File: src/hw/rtl/psid_pkg.sv
`default_nettype none

package psid_pkg;

  // Action classes
  localparam logic [3:0] ACT_ILLEGAL    = 4'd0;
  localparam logic [3:0] ACT_ECALL      = 4'd1;
  localparam logic [3:0] ACT_EBREAK     = 4'd2;
  localparam logic [3:0] ACT_SRET       = 4'd3;
  localparam logic [3:0] ACT_MRET       = 4'd4;
  localparam logic [3:0] ACT_WFI        = 4'd5;
  localparam logic [3:0] ACT_YIELD      = 4'd6;
  localparam logic [3:0] ACT_FLUSH_PAGE = 4'd7;
  localparam logic [3:0] ACT_FLUSH_ALL  = 4'd8;
  localparam logic [3:0] ACT_CSR        = 4'd9;
  localparam logic [3:0] ACT_NOP        = 4'd10;

  // Exact instruction words and match patterns
  localparam logic [31:0] W_ECALL    = 32'h0000_0073;
  localparam logic [31:0] W_EBREAK   = 32'h0010_0073;
  localparam logic [31:0] W_SRET     = 32'h1020_0073;
  localparam logic [31:0] W_MRET     = 32'h3020_0073;
  localparam logic [31:0] W_WFI      = 32'h1050_0073;
  localparam logic [31:0] W_WRS_NTO  = 32'h00D0_0073;
  localparam logic [31:0] W_WRS_STO  = 32'h01D0_0073;
  localparam logic [31:0] FENCE_MASK = 32'hFE00_7FFF;
  localparam logic [31:0] FENCE_VMA  = 32'h1200_0073;
  localparam logic [31:0] MOP_MASK   = 32'hB000_0000;
  localparam logic [31:0] MOP_MATCH  = 32'h8000_0000;

  // funct3 codes that are not CSR forms
  localparam logic [2:0] F3_PRIV = 3'd0;
  localparam logic [2:0] F3_MOP  = 3'd4;

  // Privilege codes
  localparam logic [1:0] PRIV_U = 2'd0;
  localparam logic [1:0] PRIV_M = 2'd3;

  // mstatus bit positions
  localparam int B_SIE  = 1;
  localparam int B_MIE  = 3;
  localparam int B_SPIE = 5;
  localparam int B_MPIE = 7;
  localparam int B_SPP  = 8;
  localparam int B_MPP  = 11;
  localparam int B_MPRV = 17;
  localparam int B_TVM  = 20;
  localparam int B_TW   = 21;
  localparam int B_TSR  = 22;

  typedef struct packed {
    logic [31:0] insn;
    logic [1:0]  cur_priv;
    logic [63:0] status;
    logic [63:0] sepc;
    logic [63:0] mepc;
    logic [63:0] rs1_value;
  } request_t;

  typedef struct packed {
    logic [3:0]  action;
    logic [3:0]  trap_cause;
    logic [63:0] new_status;
    logic [1:0]  new_priv;
    logic [63:0] new_pc;
    logic [11:0] csr_address;
    logic [1:0]  csr_kind;
    logic        csr_write;
    logic [63:0] csr_source;
    logic [4:0]  dest_reg;
    logic [63:0] flush_address;
  } result_t;

endpackage

`default_nettype wire

File: src/hw/rtl/privileged_system_insn_decoder_top.sv
`default_nettype none

// Decoder for one RISC-V SYSTEM-opcode instruction per cycle. busy is always
// low, so an item is taken at every edge where start is high. The item lands
// in an input register, is decoded by one level of logic, and its result is
// registered at the next edge; it then sits on result, marked by done, for
// exactly one cycle. The receiver cannot stall, and one result follows every
// item in order. Sustained rate is one item per clock, set by the two-register
// pipeline with no shared unit. Privilege gates (TSR, TW, TVM) turn a failing
// instruction into the illegal action; new_pc is the raw sepc or mepc.
module privileged_system_insn_decoder_top
  import psid_pkg::*;
(
  input  wire      clk,
  input  wire      rst,
  input  wire      start,
  output logic     busy,
  input  request_t request,
  output logic     done,
  output result_t  result
);

  request_t req_q;
  logic     req_valid;
  result_t  result_next;

  assign busy = 1'b0;

  // Hold the accepted item and its valid flag
  always_ff @(posedge clk) begin
    if (rst) begin
      req_valid <= 1'b0;
    end else begin
      req_valid <= start && !busy;
    end
    if (start && !busy) begin
      req_q <= request;
    end
  end

  // Decode the held item
  always_comb begin
    logic [2:0]  f3;
    logic [4:0]  rs1f;
    logic [1:0]  priv;
    logic [63:0] st;
    logic [63:0] s;
    logic        priv_s;
    logic        ok_tsr;
    logic        ok_tw;
    logic        ok_tvm;
    logic        matched;
    logic [1:0]  f3lo;

    f3     = req_q.insn[14:12];
    rs1f   = req_q.insn[19:15];
    priv   = req_q.cur_priv;
    st     = req_q.status;
    f3lo   = f3[1:0];
    priv_s = (priv != PRIV_U);
    ok_tsr = (priv_s && !st[B_TSR]) || (priv == PRIV_M);
    ok_tw  = (priv_s && !st[B_TW])  || (priv == PRIV_M);
    ok_tvm = (priv_s && !st[B_TVM]) || (priv == PRIV_M);
    s      = st;
    matched = 1'b0;

    result_next               = '0;
    result_next.action        = ACT_ILLEGAL;
    result_next.new_status    = st;
    result_next.new_priv      = priv;

    // Exact-match forms
    if (req_q.insn == W_ECALL) begin
      result_next.action     = ACT_ECALL;
      result_next.trap_cause = {2'b10, priv};
      matched = 1'b1;
    end else if (req_q.insn == W_EBREAK) begin
      result_next.action = ACT_EBREAK;
      matched = 1'b1;
    end else if (req_q.insn == W_SRET) begin
      if (ok_tsr) begin
        s[B_SPP]  = 1'b0;
        s[B_SIE]  = st[B_SPIE];
        s[B_SPIE] = 1'b1;
        s[B_MPRV] = 1'b0;
        result_next.new_priv   = {1'b0, st[B_SPP]};
        result_next.new_status = s;
        result_next.new_pc     = req_q.sepc;
        result_next.action     = ACT_SRET;
        matched = 1'b1;
      end
    end else if (req_q.insn == W_MRET) begin
      if (priv == PRIV_M) begin
        if (st[B_MPP+1:B_MPP] != PRIV_M) begin
          s[B_MPRV] = 1'b0;
        end
        s[B_MPP+1:B_MPP] = 2'b00;
        s[B_MIE]  = st[B_MPIE];
        s[B_MPIE] = 1'b1;
        result_next.new_priv   = st[B_MPP+1:B_MPP];
        result_next.new_status = s;
        result_next.new_pc     = req_q.mepc;
        result_next.action     = ACT_MRET;
        matched = 1'b1;
      end
    end else if (req_q.insn == W_WFI) begin
      if (ok_tw) begin
        result_next.action = ACT_WFI;
        matched = 1'b1;
      end
    end else if (req_q.insn == W_WRS_NTO || req_q.insn == W_WRS_STO) begin
      result_next.action = ACT_YIELD;
      matched = 1'b1;
    end

    // Pattern forms by funct3
    if (!matched) begin
      case (f3)
        F3_PRIV: begin
          if ((req_q.insn & FENCE_MASK) == FENCE_VMA && ok_tvm) begin
            if (rs1f != 5'd0) begin
              result_next.action        = ACT_FLUSH_PAGE;
              result_next.flush_address = req_q.rs1_value;
            end else begin
              result_next.action = ACT_FLUSH_ALL;
            end
          end
        end
        F3_MOP: begin
          if ((req_q.insn & MOP_MASK) == MOP_MATCH) begin
            result_next.action = ACT_NOP;
          end
        end
        default: begin
          result_next.action      = ACT_CSR;
          result_next.csr_address = req_q.insn[31:20];
          result_next.dest_reg    = req_q.insn[11:7];
          result_next.csr_kind    = f3lo - 2'd1;
          result_next.csr_write   = (f3lo == 2'd1) || (rs1f != 5'd0);
          result_next.csr_source  = f3[2] ? {59'd0, rs1f} : req_q.rs1_value;
        end
      endcase
    end
  end

  // Register the result and its strobe
  always_ff @(posedge clk) begin
    if (rst) begin
      done <= 1'b0;
    end else begin
      done <= req_valid;
    end
    result <= result_next;
  end

  // Every result traces back to an item accepted through the input and result registers
  a_done_origin: assert property (@(posedge clk) disable iff (rst)
    done |-> $past(start, 2))
    else $error("result without an accepted item");

  // CSR request fields stay quiet outside the CSR action
  a_csr_quiet: assert property (@(posedge clk) disable iff (rst)
    done && result.action != ACT_CSR |->
      !result.csr_write && result.csr_address == 12'd0 && result.dest_reg == 5'd0)
    else $error("csr fields set on a non-csr action");

  // Jump target only for the return actions
  a_pc_quiet: assert property (@(posedge clk) disable iff (rst)
    done && result.action != ACT_SRET && result.action != ACT_MRET |->
      result.new_pc == 64'd0)
    else $error("new_pc set without xret");

  // Ecall cause lies in the environment-call range
  a_ecall_cause: assert property (@(posedge clk) disable iff (rst)
    done && result.action == ACT_ECALL |-> result.trap_cause[3:2] == 2'b10)
    else $error("bad ecall cause");

  // Privilege changes only on a return
  a_priv_hold: assert property (@(posedge clk) disable iff (rst)
    done && result.action != ACT_SRET && result.action != ACT_MRET |->
      result.new_priv == $past(req_q.cur_priv))
    else $error("privilege changed without xret");

endmodule

`default_nettype wire

File: config.mk
export PLATFORM = sky130hd
export DESIGN_NAME = privileged_system_insn_decoder_top
export DESIGN_NICKNAME = d
export VERILOG_FILES = /design/src/hw/rtl/psid_pkg.sv /design/src/hw/rtl/privileged_system_insn_decoder_top.sv
export SDC_FILE = /design/constraint.sdc
export NUM_CORES = 1
export LEC_CHECK = 0
export BUFFER_PORTS_ARGS = -buffer_cell sky130_fd_sc_hd__buf_2
export CAP_MARGIN = 30
export CORE_AREA = 10 10 219 221
export DETAILED_ROUTE_END_ITERATION = 16
export DIE_AREA = 0 0 229 231
export HOLD_SLACK_MARGIN = 0.05
export PLACE_DENSITY = 0.74
export SYNTH_ARGS = -nofsm -noshare
export SYNTH_HDL_FRONTEND = slang
export SYNTH_SLANG_ARGS = --single-unit
File: constraint.sdc
create_clock -name clk -period 1.9 [get_ports clk]
set_input_delay 0.38 -clock clk [delete_from_list [all_inputs] [get_ports clk]]
set_output_delay 0.38 -clock clk [all_outputs]
set_load 0.005 [all_outputs]
After elaboration in Yosys (flattened, before gate mapping)
Cells that the tools add are included.
{"block": "classes", "n_bitwise": 3, "n_reduce_logical": 19, "add_sub_neg": 1, "mux": 32, "eq_ne": 13}
{"operator": "two-way mux 84 bit", "n": 6}
{"operator": "== test 32 x 29 -> 1 bit (second input constant)", "n": 2}
{"operator": "two-way mux 4 bit", "n": 10}
{"operator": "== test 32 x 21 -> 1 bit (second input constant)", "n": 1}
{"operator": "== test 32 x 24 -> 1 bit (second input constant)", "n": 1}
{"operator": "== test 32 x 25 -> 1 bit (second input constant)", "n": 1}
{"operator": "== test 32 x 30 -> 1 bit (second input constant)", "n": 1}
{"operator": "== test 32 x 7 -> 1 bit (second input constant)", "n": 1}
{"operator": "== test 22 x 19 -> 1 bit (second input constant)", "n": 1}
{"operator": "two-way mux 1 bit", "n": 10}
{"operator": "two-way mux 3 bit", "n": 3}
{"operator": "one-hot mux 4 bit (2 select lines)", "n": 1}
{"operator": "OR reduction 4 bit", "n": 2}
{"operator": "== test 3 bit (second input constant)", "n": 2}
{"operator": "logical OR 1 bit", "n": 5}
{"operator": "two-way mux 5 bit", "n": 1}
{"operator": "nonzero test 5 bit", "n": 1}
{"operator": "logical AND 1 bit", "n": 4}
{"operator": "zero test 1 bit", "n": 3}
{"operator": "zero test 3 bit", "n": 1}
{"operator": "NOT 1 bit", "n": 3}
{"operator": "OR reduction 3 bit", "n": 1}
{"operator": "== test 2 x 1 -> 1 bit (second input constant)", "n": 1}
{"operator": "== test 2 bit (second input constant)", "n": 1}
{"operator": "other kinds (5)", "n": 5}
{"block": "totals", "reg_bits": 578, "word_cells": 89, "output_inout_bits": 288}

Longest topological paths before layout
{"block": "depth", "ltp_word": 12, "depth_mapped": 9}

Worst setup path after synthesis
Ideal clock, no wire load.
{"block": "synth_timing", "kind": "register -> register", "start": "register req_q[268] in the netlist's numbering", "end": "register result[217] in the netlist's numbering", "path_stages_with_launch": 7, "synth_period_minus_slack_ns": 2.085, "t_arrival_ns": 1.961, "setup_slack_ns": -0.185, "setup_time_ns": 0.123, "required_ns": 1.777, "path_cell_list": "edfxtp_1 -> nor4_2 -> and2_1 -> nand4_1 -> nor4_4 -> buf_2 -> mux2_1"}
{"element": "from (decl)", "line_no": "privileged_system_insn_decoder_top.sv:23", "rtl": "request_t req_q;"}
{"element": "from (signal assigned)", "line_no": "privileged_system_insn_decoder_top.sv:37", "rtl": "req_q <= request;"}
{"element": "to (signal assigned)", "line_no": "privileged_system_insn_decoder_top.sv:153", "rtl": "result <= result_next;"}
{"element": "to (decl)", "line_no": "privileged_system_insn_decoder_top.sv:20", "rtl": "output result_t result"}

==> run summary <==
Die Width: 229 um
Post-synth ARST share: 0%
Seq. cell area: 14450 sq um
Inserted Clock Buffers: 55
Slew HR: 52.67%
Max-Cap Viols: 0
Max Slew Vio Count: 0
Pre-CTS setup slack: -240.3 ps
CTS Buffer Depth: 3
Initial antenna violation count: 5
CP Class: reg2reg
1st-pass router iterations: 5
DRT iter0 DRCs: 935
Final hold slack: 149.6 ps
First-pass GRT wire length: 83.61 mm
H-tree depth: 2
Routed Antenna Nets: 0
Synth top area cells: edfxtp_1 52%, dfxtp_1 34%, and2_1 4.8%, a22o_1 3.3%, nor2b_1 0.90%
Pin count of the biggest net entering global routing: 80
Initial Util: 38.32%
RSZ-0062 raised after global routing: true
Final hold vios: 0
Aggregate global routing overflow: 0
Core area: 43740 sq um
DR vias/cell: 4.646
Outcome: finished with violations
Area leader, netlist: edfxtp_1
Clk_skew: 23.72 ps
Sequential area share after synthesis: 86.23%
Tcrit/Tclk final: 111.9%
Root Driver: clkbuf_16
Transition time of the tightest slew-check pin: 708.2 ps
CP Launch Type: flip-flop
CP arrival: 2590 ps
Total Routing Usage GR: 20.97%
Distinct cell type count after synthesis: 43
Top-Level Pins: 581
Minimum clock period after layout: 2127 ps
Post-synth EDFFs: 290
F_max: 470.2 MHz
Vias in the first global route: 13000
Area delta synth->final: 56.80%
WL final: 59.74 mm
Port-buffer cells: 578
CTS tree: yes
Critical Path RT: 2360 ps
Hpwl dp: 36.61 mm
Synth warn: 0
Worst vdd ir: 0.0008665 V
Leak: 11.41 nW
Height of the die: 231 um
CTS sink count: 577
Routability cong.: 0.8041
Worst-skew pair later-pin latency: 600 ps
Worst-path clk slew: 60 ps
Layout cell share with drive strength beyond 1: 40.67%
HP Class: in2reg
Crit path max fanout: 4
Full die area: 52900 sq um
FF+latch count, synth: 577
Main flop type after synthesis: edfxtp_1
Failing checks: negative setup slack
Multi-input gate area: 2307 sq um
Vias: 11840
Routed wire length per instance: 23.45 um
Commonest cells post-synth: 290 x edfxtp_1, 287 x dfxtp_1, 128 x and2_1
# fillers: 3050
Power Density: 1052 nW/um^2
Synth top area share: 51.96%
Count leader, synth: edfxtp_1
Cell row count: 77
DRC Markers: 0
Final setup fails: 140
Fin worst setup slack: -226.9 ps
Mapped Avg Cell Area: 18.16 sq um
Mapped Area: 16760 sq um
Mapped Cells: 923
Nets: 2200
CP Capture Type: flip-flop
## what timing repair did
| item | 4_1_cts | 5_1_grt |
|---|---|---|
| gates cloned | 1 | 10 |
| setup endpoints to repair | 201 | 201 |
| gates resized for setup | 10 | 29 |
| hold buffers | 291 | 0 |
| pin swaps | 22 | 13 |
| buffers inserted | 3 | 9 |
| endpoints found under the hold margin | 292 | 0 |
## state kept, by name (all words and copies together), names as in the netlist
signal	flops
req_valid	1
req_q	290
done	1
result	285
## placed cells by master, fill, tap and decap left out, drive strengths merged, types with 2 or more instances in the layout
master and count:
nor2b 24, nand4 7, a21oi 2, dlygate4sd3 291
or2 2, edfxtp 290, o21ai 5, nand2 8
conb 2, nor2 21, and2 128, or3 2
nand3 2, inv 13, nor4b 3, a22o 64
clkinv 14, nand2b 2, buf 658, dfxtp 287
clkbuf 79, nor4 8, a31oi 2, mux2 2
mux2i 6, nand3b 2, bufinv 9, diode 6
ha 2
## where the power goes
group          switching (mW)  internal [mW]
logic                   0.792          0.998
clock network            4.77           6.83
registers               0.348           13.9
## worst paths after layout
check	from	endpoint	slack [ps]	cells past startpoint
max	req_q[270]	result[283]	-230	12
min	start	req_q[11]	150	1
max reg2reg	req_q[270]	result[283]	-230	12
min reg2reg	req_q[196]	result[218]	340	0
## critical path: stages (launching register included)
cell       delay [ps]
edfxtp_1          350
inv_1              50
ha_2              180
nor2b_4           130
buf_4             140
nand3_4           110
buf_12            120
nor4_4             30
buf_6             150
buf_12            120
clkbuf_16         140
o21bai_1          150
or3_1             300
## routing by layer
layer | global-route usage (%) | part of all wire, %
met1 | 23.40 | 36
met2 | 36.38 | 51
met3 | 7.542 | 9.7
met4 | 7.614 | 3.2
met5 | 0 | 0.022
## layout make-up
class / count / share of cell area [%]
sequential: 577 / 55.00
clock buffer: 72 / 5.708
multi-input combinational: 308 / 8.779
inverter: 7 / 0.09998
tap: 592 / 2.818
clock inverter: 30 / 1.547
antenna: 6 / 0.05713
timing repair buffer: 956 / 25.99
## kinds of logic (layout without fill, tap and decap cells)
logic type / after synthesis / count (layout) / synth area share, %
multiplexers: 8 / 8 / 0.4927
AO/OA/AOI/OAI: 80 / 80 / 3.979
other: 1 / 8 / 0.02237
AND/OR/NAND/NOR: 214 / 215 / 7.987
flip-flops: 577 / 577 / 86.23
buffers and inverters: 40 / 1065 / 1.075
adder cells (fa/ha/maj): 3 / 3 / 0.2090
## per-stage QoR
step / std cells / util (%) / power (mW) / area, sq um / TNS (ps)
global placement: 2126 / 47.91 / 15.62 / 20960 / -19350
global route: 2546 / 60.07 / 28.47 / 26280 / -34370
floorplan: 924 / - / 14.61 / 16810 / -138.9
detailed placement: 2126 / 47.91 / 15.68 / 20960 / -26270
CTS: 2523 / 59.14 / 27.60 / 25870 / -16140
finish: 2548 / 60.09 / 27.64 / 26280 / -20480
Note: power is estimated with default switching activity, not from simulation.
